### config.mk
export PLATFORM = sky130hd
export DESIGN_NAME = smtc_queue
export DESIGN_NICKNAME = d
export VERILOG_FILES = /design/src/rtl/smtc_pkg.sv /design/src/rtl/smtc_queue.sv
export SDC_FILE = /design/constraint.sdc
export NUM_CORES = 1
export LEC_CHECK = 0
export BUFFER_PORTS_ARGS = -buffer_cell sky130_fd_sc_hd__buf_2
export CAP_MARGIN = 20
export CORE_MARGIN = 4
export CORE_UTILIZATION = 35
export DETAILED_ROUTE_END_ITERATION = 8
export SLEW_MARGIN = 0
export SYNTH_ARGS = -nofsm -noshare
export SYNTH_HDL_FRONTEND = slang
export SYNTH_SLANG_ARGS = --single-unit
### constraint.sdc
create_clock -name clk -period 2.91 [get_ports clk]
set_input_delay 0.291 -clock clk [delete_from_list [all_inputs] [get_ports clk]]
set_output_delay 0.291 -clock clk [all_outputs]
set_load 0.02 [all_outputs]
### src/rtl/smtc_pkg.sv
`default_nettype none
// ----------------------------------------------------------------------------
// smtc_pkg
// Shared constants and types of the sliding-mode torque controller.
// ----------------------------------------------------------------------------
package smtc_pkg;

    localparam int FIELD_W   = 32;
    localparam int EPS_W     = 31;
    localparam int CFG_IDX_W = 3;

    // register indexes
    localparam logic [CFG_IDX_W-1:0] REG_SLIDING_SLOPE      = 3'd0;
    localparam logic [CFG_IDX_W-1:0] REG_SWITCHING_GAIN     = 3'd1;
    localparam logic [CFG_IDX_W-1:0] REG_MOTOR_INERTIA      = 3'd2;
    localparam logic [CFG_IDX_W-1:0] REG_TORSION_COEFF      = 3'd3;
    localparam logic [CFG_IDX_W-1:0] REG_MOTOR_VEL_COEFF    = 3'd4;
    localparam logic [CFG_IDX_W-1:0] REG_LOAD_DAMPING_RATIO = 3'd5;
    localparam logic [CFG_IDX_W-1:0] REG_BOUNDARY_WIDTH     = 3'd6;

    // 0.1 in unsigned Q15.16
    localparam logic [EPS_W-1:0] EPS_RESET = 31'd6554;

    // queue status seen by both sides
    typedef struct packed {
        logic full;
        logic empty;
    } q_status_t;

endpackage
`default_nettype wire

### src/rtl/smtc_queue.sv
`default_nettype none
// ----------------------------------------------------------------------------
// smtc_queue
// Four-entry queue of (sigma, equivalent sum) between front and back.
// ----------------------------------------------------------------------------
module smtc_queue #(
    parameter int W = 32
) (
    input  wire logic                clk,
    input  wire logic                rst_n,
    input  wire logic                push,
    input  wire logic signed [W-1:0] sigma_in,
    input  wire logic signed [W-1:0] eq_in,
    input  wire logic                pop,
    output logic signed [W-1:0]      sigma_out,
    output logic signed [W-1:0]      eq_out,
    output smtc_pkg::q_status_t      qstat
);
    import smtc_pkg::*;

    localparam int DEPTH = 4;
    localparam int AW    = $clog2(DEPTH);

    logic [2*W-1:0] mem [DEPTH];
    logic [AW-1:0]  wr_ptr_reg, rd_ptr_reg;
    logic [AW:0]    count_reg;

    assign qstat.full  = (count_reg == (AW+1)'(DEPTH));
    assign qstat.empty = (count_reg == '0);
    assign {sigma_out, eq_out} = mem[rd_ptr_reg];

    // storage
    always_ff @(posedge clk)
    begin
        if (push)
        begin
            mem[wr_ptr_reg] <= {sigma_in, eq_in};
        end
    end

    // pointers and fill count
    always_ff @(posedge clk or negedge rst_n)
    begin
        if (!rst_n)
        begin
            wr_ptr_reg <= '0;
            rd_ptr_reg <= '0;
            count_reg  <= '0;
        end
        else
        begin
            if (push)
            begin
                wr_ptr_reg <= wr_ptr_reg + 1'b1;
            end
            if (pop)
            begin
                rd_ptr_reg <= rd_ptr_reg + 1'b1;
            end
            count_reg <= count_reg + (AW+1)'(push) - (AW+1)'(pop);
        end
    end

    a_count_max: assert property (@(posedge clk) disable iff (!rst_n)
        count_reg <= (AW+1)'(DEPTH))
        else $error("queue count beyond depth");
    a_count_up: assert property (@(posedge clk) disable iff (!rst_n)
        (push && !pop) |=> count_reg == $past(count_reg) + 1'b1)
        else $error("queue count missed a push");
    a_count_dn: assert property (@(posedge clk) disable iff (!rst_n)
        (pop && !push) |=> count_reg == $past(count_reg) - 1'b1)
        else $error("queue count missed a pop");

endmodule
`default_nettype wire

**After elaboration in Yosys (flattened, before gate mapping)**

Memories as Yosys holds them, arrays and structs flattened.
Index checks and enable logic that the tools add are counted.

- Add/subtract/negate cells: 4
- Eq/ne operators: 1
- Mux-type cells: 2
- Reduce and logical (&&, ||, !) cells: 1

Operators with widths:

| operator | number |
|---|---|
| adder 2 x 1 -> 2 bit (second input constant) | 2 |
| adder 3 x 1 -> 3 bit | 1 |
| == test 3 bit (second input constant) | 1 |
| logical NOT 3 bit | 1 |
| subtractor 3 x 1 -> 3 bit | 1 |
| two-way mux 1 bit | 2 |

- Flip-flop bits (word level): 7
- Memory bits (writable): 256
- Input bits: 68
- Output and inout bits: 66
- Word-level logic and storage cells: 12
- Memories kept: 1

Memories:

| memory | words | bits a word | read ports | clocked after memory_dff | write ports | RTL line | source |
|---|---|---|---|---|---|---|---|
| mem | 4 | 64 | 1 | 0 | 1 | smtc_queue.sv:24 | `logic [2*W-1:0] mem [DEPTH];` |

**Logic depth before layout (Yosys ltp)**

Gate-level depths: netlist (run 1).

- Word-level depth: 2
- Gate-level depth with buffers: 6
- Depth with buffers taken out: 6

**Worst setup path before layout (run 1)**

Ideal clock, no wire load.

- Kind: register to register
- From: register wr_ptr_reg[0]
- To: memory mem[0][0] (netlist name) (enable)
- Library setup time: 0.429 ns
- Arrival: 2.126 ns
- Required time: 2.481 ns
- Path slack: 0.355 ns
- Cell stages (with the launch flop): 4
- Buffers on the path: 0
- Period minus slack after synthesis: 2.555 ns
- Cells stage by stage: dfrtp_1 > inv_1 > ha_1 > and2_1

RTL lines:

| element | RTL line | source |
|---|---|---|
| start, declared | smtc_queue.sv:25 | `logic [AW-1:0] wr_ptr_reg, rd_ptr_reg;` |
| start signal, assigned | smtc_queue.sv:54 | `wr_ptr_reg <= wr_ptr_reg + 1'b1;` |
| end, declared | smtc_queue.sv:24 |  |

Straight into the memory's write port.

**Worst setup path after layout (run 1)**

- From: register rd_ptr_reg[0]
- To: output port sigma_out[19]

- Word-level cells in the longest chain between the ends: 1

RTL lines:

| element | RTL line | source |
|---|---|---|
| start, declared | smtc_queue.sv:25 |  |
| start signal, assigned | smtc_queue.sv:58 | `rd_ptr_reg <= rd_ptr_reg + 1'b1;` |
| memory read (4 x 64 bit) | - |  |
| end, declared | smtc_queue.sv:15 | `output logic signed [W-1:0] sigma_out,` |

Every way passes these cells.

==> results of run 1 <==
-- area by class of cell --
cell class                 instances  area (µm²)
timing repair buffer             208        1460
fill                            2287       14600
clock buffer                      31         733
tap                              341         427
antenna                            1        2.50
sequential                       263        7870
clock inverter                    20         233
multi-input combinational         85        1640
inverter                           6        22.5
-- critical path, delay by kind of cell, from the launching register on --
family | cells | cell delay (ns)
buffers and inverters | 2 | 0.63
DFF | 1 | 0.42
muxes | 1 | 0.58
-- per-layer routing --
layer | wire, µm | vias to the layer above | part of all wire | track usage
li1 | - | 2035 | - | -
met1 | 7810 | 2354 | 0.43 | 0.159
met2 | 9040 | 111 | 0.50 | 0.202
met3 | 938 | 35 | 0.052 | 0.0308
met4 | 403 | 2 | 0.022 | 0.0317
met5 | 13 | - | 0.00071 | 0
-- what timing repair did --
| action | CTS | global route |
|---|---|---|
| gates resized for setup | 0 | 0 |
| endpoints found under the hold margin | 264 | 0 |
| hold buffers | 66 | 0 |
| setup buffers | 0 | 0 |
-- power by group --
group	leakage (nW)	switching, W	internal [W]
Combinational	1.40	0.00216	0.00160
Clock	0.476	0.00140	0.00225
Sequential	2.43	0.000262	0.00496
-- per-stage QoR --
stage / hold WS [ns] / setup slack [ns] / total power (W)
3_5_place_dp: 0.153 / 0.911 / 0.00912
5_1_grt: 0.0947 / 0.247 / 0.0133
2_1_floorplan: -0.00459 / 0.355 / 0.00788
4_1_cts: 0.0719 / 0.324 / 0.0129
6_report: 0.0924 / 0.418 / 0.0126
3_3_place_gp: 0.143 / 0.914 / 0.00904
-- final timing paths --
check                      slack (ns)                 startpoint  cells after the start                   endpoint
max                              0.42  rd_ptr_reg[0]$_DFFE_PN0P_                      3              sigma_out[19]
min                              0.09                       push                      2  wr_ptr_reg[0]$_DFFE_PN0P_
max reg2reg                      1.13  wr_ptr_reg[0]$_DFFE_PN0P_                      4       mem[2][46]$_DFFE_PP_
min reg2reg                      0.54  wr_ptr_reg[0]$_DFFE_PN0P_                      1  wr_ptr_reg[0]$_DFFE_PN0P_
max in group asynchronous        2.56                      rst_n                      2  rd_ptr_reg[1]$_DFFE_PN0P_
min in group asynchronous        0.14                      rst_n                      2     count_reg[1]$_DFF_PN0_
-- cells by family (layout without fill, tap and decap cells) --
family / count (synthesis) / in the layout / share of synthesized area
other: 0 / 1 / 0
XOR/XNOR: 5 / 5 / 0.00455
multiplexers: 64 / 64 / 0.150
AND/OR/NAND/NOR: 8 / 8 / 0.00455
flip-flops: 263 / 263 / 0.817
AO/OA/AOI/OAI: 1 / 1 / 0.000520
buffers and inverters: 20 / 265 / 0.0133
adder cells (fa/ha/maj): 7 / 7 / 0.00989
-- cell usage in the layout, fill, tap and decap left out --
cell type        n
xor2_1           3
inv_6            1
buf_4            4
buf_2          133
xnor2_1          2
buf_12           5
dfrtp_4          2
dlygate4sd3_1   66
o21ai_0          1
clkbuf_1         2
edfxtp_1       256
dfrtp_1          5
clkbuf_16       29
ha_1             6
fa_1             1
diode_2          1
nand2_1          2
bufinv_16        5
mux4_2          64
clkinv_4         3
and2_4           4
and3_1           1
nor3_1           1
inv_1            6
clkinv_2         5
clkinv_1         6
==> out/qor.txt, run 1 <==
Cell variety after synth: 17
Share of layout cells above drive strength 1: 0.416
Synth area leaders: edfxtp_1, mux4_2, dfrtp_1
Layout area overhead: 28.7%
P per Cell Area: 1020 mW/mm²
Relative slew slack: 0.632
Syn avg cell area: 26.1 µm²
Routed length per placed instance: 19.1 µm
Worst-Margin Slew: 0.553 ns
Final #Nets: 667
#FFs+latches synth: 263
Core area: 0.0270 mm²
DRC violations left: 0
Final Slew Violations: 0
Cell taking the most area after synthesis: edfxtp_1
Yosys synthesis warning count: 0
Initial antenna violation count: 2
Root buffer cell: clkbuf_16
Startpoint class of the critical path: register
Via density: 4.75
Worst setup EP type: output port
Total Wirelength: 18200 µm
Critical path type: register to output port
Post-synth EDFFs: 256
CTS clk-pin slew, worst paths: 0.06 ns
Worst path cell trace: buf_4 > mux4_2 > buf_2
Final Hold Viols: 0
Row count: 60
Post-DP HPWL: 11000 µm
Post-synth top cells: edfxtp_1, mux4_2, dfrtp_1
DR vias: 4537
Post-route clock period utilization: 0.856
Status: finished clean
Critical Path AT: 2.20 ns
Most common cell in the synthesized netlist: edfxtp_1
Dpl cell area: 0.0108 mm²
Post-layout util: 0.458
Placer Congestion: 0.714
Latest clock arrival within the worst-skew pair: 0.52 ns
Syn Nets: 443
Setup TNS: 0 ns
Commonest register cell after synthesis: edfxtp_1
CTS max path bufs: 3
Syn Inst Count: 368
Area of the die: 0.0302 mm²
Largest net degree at the start of global routing: 40
Tmin final: 2.49 ns
TritonCTS clock tree: yes
# port buffers: 133
Final Cell Area: 0.0124 mm²
Number of flip-flops in the largest register: 256
Tot GR Track Use: 0.121
Slowest CP cell: mux4_2
Vias in the first global route: 5114
CP max FO: 28
Final ANT Viol Nets: 0
# setup viols final: 0
Die Span X: 174 µm
Worst Path Required: 2.62 ns
Leak: 4.31 nW
CTS Buf Count: 28
Die height: 174 µm
First-pass GRT wire length: 29000 µm
Area share of the largest cell type after synthesis: 0.799
Hold Crit Class: primary input to register
Final Skew: 0.00609 ns
Sink Count: 263
Delay of the slowest cell on the worst path: 0.58 ns
F_max: 401 MHz
# Max-Cap Violations: 0
Async SR Flop Fraction: 0.0266
Initial Utilization: 0.356
RSZ-0062 raised after global routing: no
Fin cells: 955
Sequential area share after synthesis: 0.817
Detailed Routing Iterations Pass 1: 4
Mapped cell area: 0.00962 mm²
Initial DRC Count: 234
# IOs: 134
Maximum VDD drop: 626 µV
Total global routing overflow: 0
Placed cell count: 837
H-tree levels: 1
Power figures use the tool's default switching activity.
==> run 2, diff against run 1 <==
--- a/config.mk
+++ b/config.mk
@@ -5,11 +5,11 @@
 export SDC_FILE = /design/constraint.sdc
 export NUM_CORES = 1
 export LEC_CHECK = 0
-export BUFFER_PORTS_ARGS = -buffer_cell sky130_fd_sc_hd__buf_2
 export CAP_MARGIN = 20
 export CORE_MARGIN = 4
 export CORE_UTILIZATION = 35
 export DETAILED_ROUTE_END_ITERATION = 8
+export DONT_BUFFER_PORTS = 1
 export SLEW_MARGIN = 0
 export SYNTH_ARGS = -nofsm -noshare
 export SYNTH_HDL_FRONTEND = slang
==> run 2 against run 1 <==
  * First-iteration DRC count shrank 17%
  * Highest routed layer unchanged
  * Wire length decreased by 2.0%
  * Clock skew up 0.0039 ns
  * Hold slack better by 0.036 ns
  * Combinational power down 12%
  * Largest power group unchanged
  * Final cell count fell by 14%
  * Count of clock-buffer cells in the layout grew 3
  * Utilization is 2.9 points lower
  * Critical endpoint is now eq_out[13]
  * Via count fell by 11%
  * Critical path depth shrank 1
==> out/qor.txt, run 2 (synthesized netlist as in run 1, its figures left out) <==
TritonCTS clock tree: yes
Initial antenna violation count: 2 (unchanged)
Number of flip-flops in the largest register: 256 (unchanged)
Switch share: 0.311 (+0.00822)
Post-DP HPWL: 10500 µm (-4.4%)
Commonest non-fill, non-tap cell in the layout: edfxtp_1
Dpl ws: 1.03 ns (+0.121 ns)
DR vias: 4029 (-11%)
Via density: 4.91 (+3.4%)
Startpoint class of the critical path: register
Status: finished clean
Maximum VDD drop: 439 µV (-30%)
Final ANT Viol Nets: 0 (unchanged)
Clock share of power: 0.273 (-0.016)
Largest net degree at the start of global routing: 65 (+63%)
Initial Utilization: 0.356 (unchanged)
Worst setup EP type: output port
Setup TNS: 0 ns (unchanged)
Worst Path Required: 2.62 ns (about the same)
NetSw: 0.00365 W (-4.7%)
Die Span X: 174 µm (unchanged)
Area of the die: 0.0302 mm² (unchanged)
Power Total: 0.0117 W (-7.2%)
CP max FO: 29 (+3.6%)
CTS max path bufs: 3 (unchanged)
Row count: 60 (unchanged)
Final Slew Violations: 0 (unchanged)
Hold Worst Slack: 0.129 ns (+0.0365 ns)
Critical path type: register to output port
Total Wirelength: 17800 µm (-2.0%)
Tot GR Track Use: 0.117 (-0.00358)
Die height: 174 µm (unchanged)
# Max-Cap Violations: 0 (unchanged)
# port buffers: 0 (-100%)
P per Cell Area: 1010 mW/mm² (-0.95%)
Sink Count: 263 (unchanged)
Hold Crit Class: primary input to asynchronous set/reset pin
Cell Int Power: 0.00808 W (-8.3%)
Core area: 0.0270 mm² (unchanged)
Placer Congestion: 0.679 (-4.8%)
RSZ-0062 raised after global routing: no
Critical Path AT: 2.07 ns (-0.13 ns)
DRC violations left: 0 (unchanged)
Latest clock arrival within the worst-skew pair: 0.52 ns (about the same)
Post-route setup slack: 0.550 ns (+0.132 ns)
Layout area overhead: 20.6%
CTS Buf Count: 27 (-3.6%)
Commonest non-fill, non-tap cells in the layout: edfxtp_1, dlygate4sd3_1, mux4_2, clkbuf_16, clkbuf_1
Total global routing overflow: 0 (unchanged)
Final #Nets: 534 (-20%)
Final Skew: 0.00998 ns (+0.00389 ns)
CTS clk-pin slew, worst paths: 0.06 ns (about the same)
Tmin final: 2.36 ns (-0.132 ns)
Gate power share: 0.281 (-0.016)
# IOs: 134 (unchanged)
H-tree levels: 1 (unchanged)
Share of layout cells above drive strength 1: 0.238 (-0.177)
Reg power frac: 0.446 (+0.033)
Routed length per placed instance: 21.8 µm (+14%)
Initial DRC Count: 194 (-17%)
Relative slew slack: 0.538 (-0.0934)
F_max: 424 MHz (+5.6%)
First-pass GRT wire length: 27600 µm (-4.7%)
Post-route clock period utilization: 0.811 (-0.0454)
Root buffer cell: clkbuf_16
Worst-Margin Slew: 0.687 ns (+0.135 ns)
Vias in the first global route: 4575 (-11%)
Leak: 3.71 nW (-14%)
Final Hold Viols: 0 (unchanged)
# setup viols final: 0 (unchanged)
Detailed Routing Iterations Pass 1: 6 (+2)
==> run 2: area by class of cell <==
class	count	area [µm²]
Antenna cell	1	2.50
Fill cell	2318	15400
Tap cell	341	427
Clock buffer	34	702
Inverter	6	22.5
Sequential cell	263	7870
Timing Repair Buffer	76	813
Multi-Input combinational cell	85	1640
Clock inverter	14	125
==> run 2: per-layer routing <==
layer | share of wire | track usage
met1 | 0.41 | 0.148
met2 | 0.51 | 0.201
met3 | 0.066 | 0.0334
met4 | 0.017 | 0.0300
met5 | 0.00073 | 0
==> run 2: path summary, 6_finish.rpt <==
path	depth (start not counted)	from	end	slack, ns
min in group clk	3	pop	count_reg[0]$_DFF_PN0_	0.18
worst min-delay path	1	rst_n	wr_ptr_reg[1]$_DFFE_PN0P_	0.13
worst max-delay path	2	rd_ptr_reg[1]$_DFFE_PN0P_	eq_out[13]	0.55
worst min register to register	1	wr_ptr_reg[0]$_DFFE_PN0P_	wr_ptr_reg[0]$_DFFE_PN0P_	0.54
worst max register to register	4	wr_ptr_reg[0]$_DFFE_PN0P_	mem[2][45]$_DFFE_PP_	1.11
max in group asynchronous	1	rst_n	rd_ptr_reg[1]$_DFFE_PN0P_	2.46
==> run 2: stage by stage <==
step / cell area, µm² / utilization / std cells
after floorplan: 9620 / - / 368
after global placement: 10100 / 0.374 / 704
after detailed placement: 10100 / 0.374 / 704
after CTS: 11600 / 0.429 / 819
after global routing: 11600 / 0.429 / 819
final: 11600 / 0.429 / 820
==> run 2: worst max-delay path, cell delays in order (launching register included) <==
cell     delay [ns]
dfrtp_4        0.73
buf_4          0.37
mux4_2         0.44
==> run 2: what timing repair did <==
| item | CTS | global route |
|---|---|---|
| endpoints found under the hold margin | 268 | 0 |
| hold buffers | 67 | 0 |
| setup buffers | 0 | 0 |
| setup endpoints to repair | 0 | 0 |
| resized for setup | 0 | 0 |
==> run 2: power by group through the flow <==
| stage | clock network [W] | registers, W | logic, W |
|---|---|---|---|
| global placement | 0 | 0.00528 | 0.00326 |
| global route | 0.00350 | 0.00530 | 0.00353 |
| CTS | 0.00332 | 0.00525 | 0.00341 |
| finish | 0.00321 | 0.00523 | 0.00329 |
| detailed placement | 0 | 0.00533 | 0.00329 |
| floorplan | 0 | 0.00518 | 0.00270 |
